--- src/tlpc_pkg.sv ---
// ----------------------------------------------------------------------------
// tlpc_pkg
// Shared types and constants for the traffic light pedestrian controller.
// ----------------------------------------------------------------------------
package tlpc_pkg;

    localparam int COUNT_WIDTH_DEF = 16;
    localparam int CFG_WIDTH       = 16;
    localparam int APB_DATA_W      = 32;
    localparam int APB_ADDR_W      = 5;
    localparam int REG_IDX_W       = 3;
    localparam int IN_TDATA_W      = 8;
    localparam int OUT_TDATA_W     = 16;

    // Register indexes (byte address = 4 * index)
    localparam logic [REG_IDX_W-1:0] REG_MAIN_GREEN  = 3'd0;
    localparam logic [REG_IDX_W-1:0] REG_MAIN_YELLOW = 3'd1;
    localparam logic [REG_IDX_W-1:0] REG_SIDE_GREEN  = 3'd2;
    localparam logic [REG_IDX_W-1:0] REG_SIDE_YELLOW = 3'd3;
    localparam logic [REG_IDX_W-1:0] REG_WALK        = 3'd4;
    localparam logic [REG_IDX_W-1:0] REG_BLINK       = 3'd5;

    // Reset values of the timing registers
    localparam logic [CFG_WIDTH-1:0] RST_MAIN_GREEN  = 16'd30;
    localparam logic [CFG_WIDTH-1:0] RST_MAIN_YELLOW = 16'd5;
    localparam logic [CFG_WIDTH-1:0] RST_SIDE_GREEN  = 16'd20;
    localparam logic [CFG_WIDTH-1:0] RST_SIDE_YELLOW = 16'd5;
    localparam logic [CFG_WIDTH-1:0] RST_WALK        = 16'd15;
    localparam logic [CFG_WIDTH-1:0] RST_BLINK       = 16'd5;

    typedef enum logic [2:0] {
        PH_MAIN_GREEN  = 3'd0,
        PH_MAIN_YELLOW = 3'd1,
        PH_WALK        = 3'd2,
        PH_BLINK       = 3'd3,
        PH_SIDE_GREEN  = 3'd4,
        PH_SIDE_YELLOW = 3'd5
    } phase_t;

    typedef enum logic [1:0] {
        LAMP_GREEN  = 2'd0,
        LAMP_YELLOW = 2'd1,
        LAMP_RED    = 2'd2
    } lamp_t;

    typedef enum logic [1:0] {
        PED_RED    = 2'd0,
        PED_STEADY = 2'd1,
        PED_BLINK  = 2'd2
    } ped_t;

    typedef struct packed {
        logic [CFG_WIDTH-1:0] main_green_ticks;
        logic [CFG_WIDTH-1:0] main_yellow_ticks;
        logic [CFG_WIDTH-1:0] side_green_ticks;
        logic [CFG_WIDTH-1:0] side_yellow_ticks;
        logic [CFG_WIDTH-1:0] walk_ticks;
        logic [CFG_WIDTH-1:0] blink_ticks;
    } cfg_t;

    typedef struct packed {
        logic       request_pending;
        ped_t       walk_light;
        lamp_t      side_light;
        lamp_t      main_light;
        logic [2:0] phase;
    } result_t;

endpackage

--- src/tlpc_cfg_regs.sv ---
// ----------------------------------------------------------------------------
// tlpc_cfg_regs
// APB register file holding the six phase durations.
// ----------------------------------------------------------------------------
module tlpc_cfg_regs (
    input  logic                              clk,
    input  logic                              rst_n,
    input  logic                              psel,
    input  logic                              penable,
    input  logic                              pwrite,
    input  logic [tlpc_pkg::APB_ADDR_W-1:0]   paddr,
    input  logic [tlpc_pkg::APB_DATA_W-1:0]   pwdata,
    output logic [tlpc_pkg::APB_DATA_W-1:0]   prdata,
    output logic                              pready,
    output tlpc_pkg::cfg_t                    cfg
);
    import tlpc_pkg::*;

    cfg_t                 cfg_reg;
    logic [REG_IDX_W-1:0] idx;
    logic                 wr_en;
    logic [CFG_WIDTH-1:0] wval;
    logic [CFG_WIDTH-1:0] rval;

    assign pready = 1'b1;
    assign idx    = paddr[APB_ADDR_W-1:2];
    assign wr_en  = psel & penable & pwrite & pready;
    assign wval   = pwdata[CFG_WIDTH-1:0];

    always_ff @(posedge clk or negedge rst_n)
    begin
        if (!rst_n)
        begin
            cfg_reg.main_green_ticks  <= RST_MAIN_GREEN;
            cfg_reg.main_yellow_ticks <= RST_MAIN_YELLOW;
            cfg_reg.side_green_ticks  <= RST_SIDE_GREEN;
            cfg_reg.side_yellow_ticks <= RST_SIDE_YELLOW;
            cfg_reg.walk_ticks        <= RST_WALK;
            cfg_reg.blink_ticks       <= RST_BLINK;
        end
        else if (wr_en)
        begin
            case (idx)
                REG_MAIN_GREEN:  cfg_reg.main_green_ticks  <= wval;
                REG_MAIN_YELLOW: cfg_reg.main_yellow_ticks <= wval;
                REG_SIDE_GREEN:  cfg_reg.side_green_ticks  <= wval;
                REG_SIDE_YELLOW: cfg_reg.side_yellow_ticks <= wval;
                REG_WALK:        cfg_reg.walk_ticks        <= wval;
                REG_BLINK:       cfg_reg.blink_ticks       <= wval;
                default:         ;  // unmapped: ignored
            endcase
        end
    end

    always_comb
    begin
        case (idx)
            REG_MAIN_GREEN:  rval = cfg_reg.main_green_ticks;
            REG_MAIN_YELLOW: rval = cfg_reg.main_yellow_ticks;
            REG_SIDE_GREEN:  rval = cfg_reg.side_green_ticks;
            REG_SIDE_YELLOW: rval = cfg_reg.side_yellow_ticks;
            REG_WALK:        rval = cfg_reg.walk_ticks;
            REG_BLINK:       rval = cfg_reg.blink_ticks;
            default:         rval = '0;
        endcase
    end

    assign prdata = APB_DATA_W'(rval);
    assign cfg    = cfg_reg;

endmodule

--- src/tlpc_phase_fsm.sv ---
// ----------------------------------------------------------------------------
// tlpc_phase_fsm
// Phase state, green/yellow tick counters and request latch; one tick per en.
// ----------------------------------------------------------------------------
module tlpc_phase_fsm #(
    parameter int COUNT_WIDTH = tlpc_pkg::COUNT_WIDTH_DEF
) (
    input  logic              clk,
    input  logic              rst_n,
    input  logic              en,
    input  logic              button_press,
    input  tlpc_pkg::cfg_t    cfg,
    output tlpc_pkg::result_t res
);
    import tlpc_pkg::*;

    localparam int CMP_W = (COUNT_WIDTH > CFG_WIDTH) ? COUNT_WIDTH : CFG_WIDTH;
    localparam logic [COUNT_WIDTH-1:0] CNT_ONE = COUNT_WIDTH'(1);

    phase_t                 phase_reg, phase_next;
    logic [COUNT_WIDTH-1:0] green_reg, green_next;
    logic [COUNT_WIDTH-1:0] yellow_reg, yellow_next;
    logic                   req_reg, req_next;
    logic                   req_set;
    logic [CFG_WIDTH-1:0]   g_lim, y_lim;
    logic                   g_exp, y_exp;

    // phase over once counter reaches limit, or counter saturated
    function automatic logic expired(input logic [COUNT_WIDTH-1:0] cnt,
                                     input logic [CFG_WIDTH-1:0]   lim);
        return (CMP_W'(cnt) >= CMP_W'(lim)) || (&cnt);
    endfunction

    always_comb
    begin
        case (phase_reg)
            PH_WALK:       g_lim = cfg.walk_ticks;
            PH_SIDE_GREEN: g_lim = cfg.side_green_ticks;
            default:       g_lim = cfg.main_green_ticks;
        endcase
        case (phase_reg)
            PH_BLINK:       y_lim = cfg.blink_ticks;
            PH_SIDE_YELLOW: y_lim = cfg.side_yellow_ticks;
            default:        y_lim = cfg.main_yellow_ticks;
        endcase
    end

    assign g_exp   = expired(green_reg, g_lim);
    assign y_exp   = expired(yellow_reg, y_lim);
    assign req_set = req_reg | button_press;

    // next state
    always_comb
    begin
        phase_next  = phase_reg;
        green_next  = green_reg + CNT_ONE;
        yellow_next = yellow_reg;
        req_next    = req_set;
        case (phase_reg)
            PH_MAIN_GREEN:
            begin
                if (req_set || g_exp)
                begin
                    green_next = CNT_ONE;
                    phase_next = PH_MAIN_YELLOW;
                end
            end
            PH_MAIN_YELLOW:
            begin
                green_next  = green_reg;
                yellow_next = y_exp ? CNT_ONE : yellow_reg + CNT_ONE;
                if (y_exp)
                begin
                    if (req_set)
                    begin
                        req_next   = 1'b0;
                        phase_next = PH_WALK;
                    end
                    else
                    begin
                        phase_next = PH_SIDE_GREEN;
                    end
                end
            end
            PH_WALK, PH_SIDE_GREEN:
            begin
                if (g_exp)
                begin
                    green_next = CNT_ONE;
                    if (phase_reg == PH_WALK)
                        phase_next = PH_BLINK;
                    else
                        phase_next = PH_SIDE_YELLOW;
                end
            end
            PH_BLINK, PH_SIDE_YELLOW:
            begin
                green_next  = green_reg;
                yellow_next = y_exp ? CNT_ONE : yellow_reg + CNT_ONE;
                if (y_exp)
                    phase_next = PH_MAIN_GREEN;
            end
            default:
            begin
                // undefined code: hold phase and counters
                green_next = green_reg;
            end
        endcase
    end

    // outputs: lamps for the phase after this tick
    always_comb
    begin
        res.phase           = phase_next;
        res.request_pending = req_next;
        res.main_light      = LAMP_RED;
        res.side_light      = LAMP_RED;
        res.walk_light      = PED_RED;
        case (phase_next)
            PH_MAIN_GREEN:  res.main_light = LAMP_GREEN;
            PH_MAIN_YELLOW: res.main_light = LAMP_YELLOW;
            PH_WALK:
            begin
                res.side_light = LAMP_GREEN;
                res.walk_light = PED_STEADY;
            end
            PH_BLINK:
            begin
                res.side_light = LAMP_YELLOW;
                res.walk_light = PED_BLINK;
            end
            PH_SIDE_GREEN:  res.side_light = LAMP_GREEN;
            PH_SIDE_YELLOW: res.side_light = LAMP_YELLOW;
            default:        ;
        endcase
    end

    always_ff @(posedge clk or negedge rst_n)
    begin
        if (!rst_n)
        begin
            phase_reg  <= PH_MAIN_GREEN;
            green_reg  <= CNT_ONE;
            yellow_reg <= CNT_ONE;
            req_reg    <= 1'b0;
        end
        else if (en)
        begin
            phase_reg  <= phase_next;
            green_reg  <= green_next;
            yellow_reg <= yellow_next;
            req_reg    <= req_next;
        end
    end

endmodule

--- src/traffic_light_pedestrian_controller.sv ---
// ----------------------------------------------------------------------------
// traffic_light_pedestrian_controller
// Six-phase intersection controller with latched pedestrian request.
// ----------------------------------------------------------------------------
// A tick passes the input register, then the result register, before its result is valid.
// Throughput: one tick per cycle while the result stream does not stall; the phase step is a single registered pass.
// Reset (rst_n, async low): main green, both counters at 1, no request,
//   durations back to 30/5/20/5/15/5, both pipeline registers empty.
// ----------------------------------------------------------------------------
module traffic_light_pedestrian_controller #(
    parameter int COUNT_WIDTH = tlpc_pkg::COUNT_WIDTH_DEF
) (
    input  logic                              clk,
    input  logic                              rst_n,
    // tick stream
    input  logic                              s_tvalid,
    output logic                              s_tready,
    input  logic [tlpc_pkg::IN_TDATA_W-1:0]   s_tdata,   // [0] button_press
    // result stream
    output logic                              m_tvalid,
    input  logic                              m_tready,
    output logic [tlpc_pkg::OUT_TDATA_W-1:0]  m_tdata,   // [2:0] phase, [4:3] main_light,
                                                         // [6:5] side_light,
                                                         // [8:7] walk_light,
                                                         // [9] request_pending
    // APB configuration
    input  logic                              psel,
    input  logic                              penable,
    input  logic                              pwrite,
    input  logic [tlpc_pkg::APB_ADDR_W-1:0]   paddr,
    input  logic [tlpc_pkg::APB_DATA_W-1:0]   pwdata,
    output logic [tlpc_pkg::APB_DATA_W-1:0]   prdata,
    output logic                              pready
);
    import tlpc_pkg::*;

    cfg_t    cfg;
    result_t res;

    // Input register: holds one accepted tick until the result slot is free.
    logic    in_valid_reg;
    logic    in_btn_reg;
    // Result register: decouples the FSM from a stalled consumer.
    logic    out_valid_reg;
    result_t out_reg;

    logic    advance;   // tick in input reg moves into result reg this cycle

    assign advance  = in_valid_reg & (~out_valid_reg | m_tready);
    assign s_tready = ~in_valid_reg | advance;

    always_ff @(posedge clk or negedge rst_n)
    begin
        if (!rst_n)
            in_valid_reg <= 1'b0;
        else if (s_tready)
            in_valid_reg <= s_tvalid;
    end

    always_ff @(posedge clk)
    begin
        if (s_tready && s_tvalid)
            in_btn_reg <= s_tdata[0];
    end

    // State moves only when the tick's result is captured, so a stall
    // never double-steps the phase machine.
    tlpc_phase_fsm #(
        .COUNT_WIDTH (COUNT_WIDTH)
    ) u_fsm (
        .clk          (clk),
        .rst_n        (rst_n),
        .en           (advance),
        .button_press (in_btn_reg),
        .cfg          (cfg),
        .res          (res)
    );

    always_ff @(posedge clk or negedge rst_n)
    begin
        if (!rst_n)
            out_valid_reg <= 1'b0;
        else if (advance)
            out_valid_reg <= 1'b1;
        else if (m_tready)
            out_valid_reg <= 1'b0;
    end

    always_ff @(posedge clk)
    begin
        if (advance)
            out_reg <= res;
    end

    assign m_tvalid = out_valid_reg;
    assign m_tdata  = OUT_TDATA_W'(out_reg);

    tlpc_cfg_regs u_cfg (
        .clk     (clk),
        .rst_n   (rst_n),
        .psel    (psel),
        .penable (penable),
        .pwrite  (pwrite),
        .paddr   (paddr),
        .pwdata  (pwdata),
        .prdata  (prdata),
        .pready  (pready),
        .cfg     (cfg)
    );

`ifndef SYNTH
    // a held tick stays until its result slot opens
    a_in_hold: assert property (@(posedge clk) disable iff (!rst_n)
        (in_valid_reg && !advance) |=> in_valid_reg)
        else $error("input tick dropped while stalled");

    // main and side road never both non-red
    a_cross_safe: assert property (@(posedge clk) disable iff (!rst_n)
        out_valid_reg |-> (out_reg.main_light == LAMP_RED ||
                           out_reg.side_light == LAMP_RED))
        else $error("main and side both open");

    // pedestrians only walk while main road is red
    a_walk_safe: assert property (@(posedge clk) disable iff (!rst_n)
        (out_valid_reg && out_reg.walk_light != PED_RED) |->
            (out_reg.main_light == LAMP_RED))
        else $error("walk lamp lit with main road open");

    // a stalled result does not change
    a_out_hold: assert property (@(posedge clk) disable iff (!rst_n)
        (out_valid_reg && !m_tready) |=> (out_valid_reg && $stable(out_reg)))
        else $error("result changed under stall");
`endif

endmodule
--- config.mk ---
export PLATFORM = sky130hd
export DESIGN_NAME = traffic_light_pedestrian_controller
export DESIGN_NICKNAME = d
export VERILOG_FILES = /design/src/tlpc_pkg.sv /design/src/tlpc_cfg_regs.sv /design/src/tlpc_phase_fsm.sv /design/src/traffic_light_pedestrian_controller.sv
export SDC_FILE = /design/constraint.sdc
export NUM_CORES = 1
export LEC_CHECK = 0
export BUFFER_PORTS_ARGS = -buffer_cell sky130_fd_sc_hd__buf_2
export CAP_MARGIN = 20
export CORE_AREA = 2 2 139 141
export CTS_CLUSTER_DIAMETER = 50
export DETAILED_ROUTE_END_ITERATION = 12
export DIE_AREA = 0 0 141 143
export MAX_ROUTING_LAYER = met4
export PLACE_DENSITY = 0.63
export SLEW_MARGIN = 20
export SYNTH_ARGS = -nofsm -noshare
export SYNTH_HDL_FRONTEND = slang
export SYNTH_SLANG_ARGS = --single-unit
--- constraint.sdc ---
create_clock -name clk -period 4.1 [get_ports clk]
set_input_delay 0.205 -clock clk [delete_from_list [all_inputs] [get_ports clk]]
set_output_delay 0.205 -clock clk [all_outputs]
set_load 0.03 [all_outputs]
==> results.ini, run 1 <==
[clock_tree]
cts.root.buffer_cell=clkbuf_16
clk_path_buf_depth=2
cts_buffers=17
cts_max_level=4
cts_resized=0
clk_latency_ps=430
path_clk_slew_ps=60
clkSinkCount=145
cts_tree=built

[synth]
synth_cell_type_count=61
ys_ff_latch=145
synth_top_family_by_area=compound AO/OA/AOI/OAI gates
syn_avg_cell_area_um2=10.5
synth-simple-area-share_pct=12.9
synth-xor-area-share_pct=1.27
seq_area_frac_synth_pct=44.9
synthMuxAreaShare_pct=13.5
synth-compound-area-share_pct=17.3
synth_edf_count=11
synthAdderAreaFrac_pct=5.15
postSynthCellCount=788
yosysWarnings=0
ys.flop_type=dfrtp_1
synthArstFlopShare_pct=92.4
syn-cell-area_um2=8250

[global_route]
use_met3_pct=4.59
grt_max_degree=106
grt_pass1_wl_mm=35.9
first_global_vias=6233
use_met2_pct=34.4
grt_usage_pct=24.0
busiest_layer=met2
antenna_found_initial=1
use_met1_pct=33.1
overflow=0

[die]
initial_core_util_pct=44.4
die_w_um=141
pin_count=103
die_y_um=143
die_area_um2=20200
rows=50
coreArea_um2=18600

[critical_path]
cp_slowest_cell=a2111oi_0
crit_type=reg -> reg
crit_family=compound AO/OA/AOI/OAI gates
cp.buffers_inverters=1
crit_path_end_kind=register
cp_max_fo=16
cp_cell_sequence=inv_2 > or3_1 > o221ai_1 > ha_1 > nand4_1 > a2111oi_0 > or4b_4 > o21ai_0 > a22o_1
max_stage_delay_ps=720
worst_setup_path_start_kind=register
cp.required_ps=4420
cp.arrival_ps=4030

[power_and_ir_drop]
power.density_nw_per_um2=587
power.share.clock_pct=30.8
comb_power_share_pct=32.7
seqPwrFrac_pct=36.5
p_sw_w=0.00197
p_total_w=0.00556
ir_drop_mv=0.355
p_int_w=0.00360
total_leakage_power_nw=4.11
switching_share_pct=35.3

[sta]
worst_slack_ps=391
slew_viol_final=0
holdWs_ps=88.7
fin_crit_sh_pct=90.5
fin_crit_ps=3710
slew-limit-headroom_pct=38.8
tightest_slew_ps=918
skew_ps=7.82
rsz0062_at_grt=no
setup_viol=0
hold_viol=0
max_freq_ghz=0.270
fin_setup_tns_ps=0

[drt]
vias=6699
post_drt_wl_per_cell_um=20.8
drc=0
vias_per_cell=6.12
drt_pass1_iterations=5
finalWirelength_mm=22.7
drtAntennaViolNets=0
drt_iter0_markers=652

[outcome]
status=completed

[hold_path]
holdCritPathClass=in -> reg

[layout]
area_growth_pct=14.8
nets=933
largest_register_ffs=96
drive_above_1_share_pct=28.4
postLayoutCellArea_um2=9470

[placed_design]
dpl-instance-area_um2=8780
gp_congestion=0.835
pre_cts_ws_ps=410
portBuffers=54
dp.final_hpwl_mm=15.5

[flow_run]
cap_violations=0

## tightest hold or removal path, cell delays in order
cell	delay, ps
buf_2	80
nand3b_1	120
nand2b_1	60
## kinds of logic after synthesis
group,count (synthesis)
muxes,99
xor gates and xnor gates,12
AOI/OAI and AO/OA,205
buffers and inverters,80
other,2
DFF,145
adders and majority gates,34
and+or+nand+nor,211
## metal layers
metal / vias to the layer above / routed length, um
li1: 3068 / -
met2: 314 / 9900
met1: 3265 / 10400
met3: 52 / 1630
met4: 0 / 807
met5: - / 0
## Yosys cell counts (24+ instances only)
| master | instances | area, um2 |
|---|---|---|
| a22oi_1 | 48 | 360 |
| nand2_1 | 69 | 259 |
| dfrtp_1 | 116 | 2900 |
| o221ai_1 | 30 | 263 |
| ha_1 | 34 | 425 |
| clkbuf_1 | 34 | 128 |
| mux2_2 | 98 | 1100 |
| o22ai_1 | 35 | 219 |
| a21oi_1 | 25 | 125 |
| nor2_1 | 36 | 135 |
| nand3_1 | 32 | 160 |
| o21ai_0 | 24 | 120 |
## metrics by stage
stage	std cells	util [%]
6_report	1095	51.0
5_1_grt	1095	51.0
4_1_cts	1094	50.9
3_5_place_dp	1059	47.3
3_3_place_gp	1059	47.3
2_1_floorplan	809	-
## path summary, 6_finish.rpt
check / from / end / slack (ps) / depth (start not counted)
max: u_fsm.phase_reg[2] / u_fsm.green_reg[7] / 390 / 9
min: m_tready / in_valid_reg / 90 / 3
min in group asynchronous: rst_n / u_fsm.green_reg[4] / 420 / 2
max in group asynchronous: rst_n / u_cfg.cfg[18] / 2600 / 3
min reg2reg: u_cfg.cfg[7] / u_cfg.cfg[7] / 540 / 1
max reg2reg: u_fsm.phase_reg[2] / u_fsm.green_reg[7] / 390 / 9
## final cells by class
| type | instances | area (um2) |
|---|---|---|
| tap | 234 | 293 |
| clock buffer | 24 | 533 |
| fill | 1665 | 9110 |
| multi-input combinational | 584 | 4240 |
| sequential | 145 | 3710 |
| timing repair buffer | 87 | 534 |
| inverter | 12 | 45.0 |
| clock inverter | 8 | 120 |
| antenna | 1 | 2.50 |
## cell usage in the layout (no fill, tap or decap), types with 6 or more instances in the layout
master     netlist  final
a21o_1           6      6
a21oi_1         25     25
a22o_1          10     10
a22oi_1         48     48
and3_1           9      9
buf_2            7     53
buf_4           23     30
clkbuf_16        0     18
clkbuf_8         0      7
conb_1           2     23
dfrtp_1        116    116
dfstp_2         18     18
edfxtp_1        11     11
ha_1            34     34
inv_1           11     11
mux2_2          98     98
nand2_1         69     69
nand3_1         32     32
nand4_1         12     12
nor2_1          36     36
nor2b_1          8      8
nor3_1          11     10
nor4_1           6      6
o21ai_0         24     24
o221ai_1        30     30
o22ai_1         35     35
xnor2_1          6      6
xor2_1           6      6
## power by group through the flow
stage | sequential [W] | combinational (W) | clock, W
after CTS | 0.00203 | 0.00181 | 0.00172
final | 0.00203 | 0.00182 | 0.00171
after global placement | 0.00204 | 0.00175 | 0
after floorplan | 0.00201 | 0.00126 | 0
after global routing | 0.00207 | 0.00202 | 0.00179
after detailed placement | 0.00205 | 0.00179 | 0
## what timing repair did
action | CTS | global route
setup buffers | 0 | 0
hold endpoints to repair | 98 | 0
hold buffers | 3 | 0
(Power assumes the default switching activity.)
==> run 2: changes to the inputs <==
Settings changed: CAP_MARGIN 20 to default, CORE_AREA 2 2 139 141 to 2 2 144 146, DIE_AREA 0 0 141 143 to 0 0 146 148, PLACE_DENSITY 0.63 to 0.59.
==> run 2 against run 1 <==
Against the previous run:
- flip-flop and latch count unchanged
- combinational power barely moved
- critical path depth is 2 higher
- largest cell class unchanged
- largest power group unchanged
==> results.ini, run 2 (same netlist as run 1, synthesis figures left out) <==
[critical_path]
cp-endpoint=m_tdata[1]
r2r_start=u_fsm.phase_reg[1]
cp.required_ps=4290  ; -130 ps
crit_path_end_kind=register
cp.arrival_ps=3990  ; -40 ps
cp_max_fo=10  ; -6
reg2reg_slack_ps=290  ; -100 ps
r2r_cells=11  ; +2
worst_setup_path_start_kind=register
cp-startpoint=u_fsm.phase_reg[1]
crit_type=reg -> reg
worst_r2r_endpoint=m_tdata[1]

[layout]
drive_above_1_share_pct=28.8  ; +0.46 points
layout.cells.non_filler=1137  ; +3.8%
nets=940  ; +0.75%
n_antenna_cell=0  ; -1
mostFrequentLayoutCell=dfrtp_1
largest_register_ffs=96  ; unchanged
area_growth_pct=16.4
post-route-util_pct=47.9  ; -3.0 points
postLayoutCellArea_um2=9600  ; +1.4%
layout_common_cells=dfrtp_1, mux2_2, nand2_1

[drt]
drt_pass1_iterations=5  ; unchanged
vias=6661  ; -0.57%
drc=0  ; unchanged
vias_per_cell=5.86  ; -4.2%
drt_iter0_markers=576  ; -12%
finalWirelength_mm=23.0  ; +1.1%
post_drt_wl_per_cell_um=20.2  ; -2.6%
drtAntennaViolNets=0  ; unchanged

[placed_design]
dpl-instance-area_um2=8890  ; +1.3%
portBuffers=54  ; unchanged
gp_congestion=0.861  ; +3.1%
placed_cells=1102  ; +4.1%
pre_cts_ws_ps=314  ; -96.1 ps
dp.final_hpwl_mm=16.0  ; +3.3%

[global_route]
grt_max_degree=94  ; -11%
use_met2_pct=33.2  ; -1.1 points
first_global_vias=6258  ; +0.40%
use_met3_pct=3.89  ; -0.71 points
use_met1_pct=30.7  ; -2.5 points
antenna_found_initial=0  ; -1
grt_pass1_wl_mm=36.0  ; +0.40%
overflow=0  ; unchanged
busiest_layer=met2
grt_usage_pct=22.3  ; -1.7 points

[clock_tree]
cts_buffers=17  ; unchanged
path_clk_slew_ps=60  ; about the same
clkSinkCount=145  ; unchanged
cts_max_level=4  ; unchanged
clk_latency_ps=440  ; about the same
cts_tree=built
cts.root.buffer_cell=clkbuf_16
clk_path_buf_depth=2  ; unchanged

[sta]
fin_setup_tns_ps=0  ; unchanged
tightest_slew_ps=910  ; -7.80 ps
setup_viol=0  ; unchanged
slew_viol_final=0  ; unchanged
slew-limit-headroom_pct=39.3  ; +0.52 points
rsz0062_at_grt=no
max_freq_ghz=0.263  ; -2.6%
skew_ps=9.45  ; +1.63 ps
worst_slack_ps=292  ; -99.4 ps
hold_viol=0  ; unchanged
fin_crit_sh_pct=92.9  ; +2.4 points
fin_crit_ps=3810  ; +99.4 ps

[power_and_ir_drop]
total_leakage_power_nw=4.16  ; +1.2%
power.density_nw_per_um2=588  ; +0.14%
ir_drop_mv=0.368  ; +3.7%

[die]
initial_core_util_pct=41.2  ; -3.2 points
coreArea_um2=20000  ; +7.9%
die_y_um=148  ; +3.5%
die_area_um2=21600  ; +7.2%
pin_count=103  ; unchanged
rows=52  ; +4.0%
die_w_um=146  ; +3.5%

[hold_path]
holdCritPathClass=in -> reg
whs_path_depth=2  ; -1

[outcome]
status=completed

[flow_run]
cap_violations=0  ; unchanged

run 2: cell types whose count changed in the layout (fill, tap and decap cells not counted):
cell,before,now
clkbuf_16,18,20
nor2_1,36,35
clkbuf_8,7,2
diode_2,1,0
buf_4,30,36
buf_6,0,1
nor2_2,0,1
clkinvlp_4,2,1
buf_12,0,1
bufinv_16,3,4
clkbuf_1,0,2
run 2: worst min-delay path by stage:
stage          startpoint                  to  slack (ps)
2_1_floorplan       rst_n        in_valid_reg         -90
3_3_place_gp        rst_n  u_fsm.green_reg[2]         370
3_5_place_dp        rst_n  u_fsm.green_reg[2]         380
4_1_cts        pwdata[11]       u_cfg.cfg[91]          80
5_1_grt         pwdata[8]       u_cfg.cfg[56]          90
6_report       pwdata[11]       u_cfg.cfg[91]          80
run 2: cell type report:
| type | count | area, um2 |
|---|---|---|
| tap | 270 | 338 |
| multi-input combinational | 584 | 4240 |
| clock buffer | 24 | 536 |
| fill | 1872 | 10400 |
| timing repair buffer | 94 | 597 |
| clock inverter | 8 | 143 |
| inverter | 12 | 45.0 |
| sequential | 145 | 3710 |
run 2: critical path, stage by stage, from the launching register on:
cell and delay [ps]:
dfrtp_1 400, nor2_1 240, nand2_1 400, buf_4 300
o221ai_1 210, ha_1 290, nor2b_1 140, o211a_1 190
o31ai_1 310, o211ai_1 370, and2_0 420, a22o_1 260
run 2: what timing repair did:
item / CTS / global route
hold buffers: 3 / 0
endpoints found under the hold margin: 78 / 0
resized for setup: 0 / 1
setup buffers: 0 / 0
setup endpoints to repair: 0 / 2
run 2: metal layers:
| layer | wire length (um) | vias up | part of all wire (%) |
|---|---|---|---|
| met2 | 10500 | 231 | 46 |
| met1 | 10700 | 3309 | 46 |
| met5 | 0 | - | 0 |
| met4 | 485 | 0 | 2.1 |
| met3 | 1310 | 38 | 5.7 |
| li1 | - | 3083 | - |
run 2: power by group:
part | internal [W] | switching [W] | total (W)
Sequential | 0.00176 | 0.000274 | 0.00204
Combinational | 0.000764 | 0.00107 | 0.00183
Clock | 0.00116 | 0.000623 | 0.00178
Total | 0.00368 | 0.00196 | 0.00565
run 2: metrics by stage:
stage | hold WS [ps] | total power (W)
after floorplan | -90.6 | 0.00327
after global placement | 371 | 0.00383
after detailed placement | 380 | 0.00387
after CTS | 76.7 | 0.00567
after global routing | 89.9 | 0.00595
final | 84.1 | 0.00565
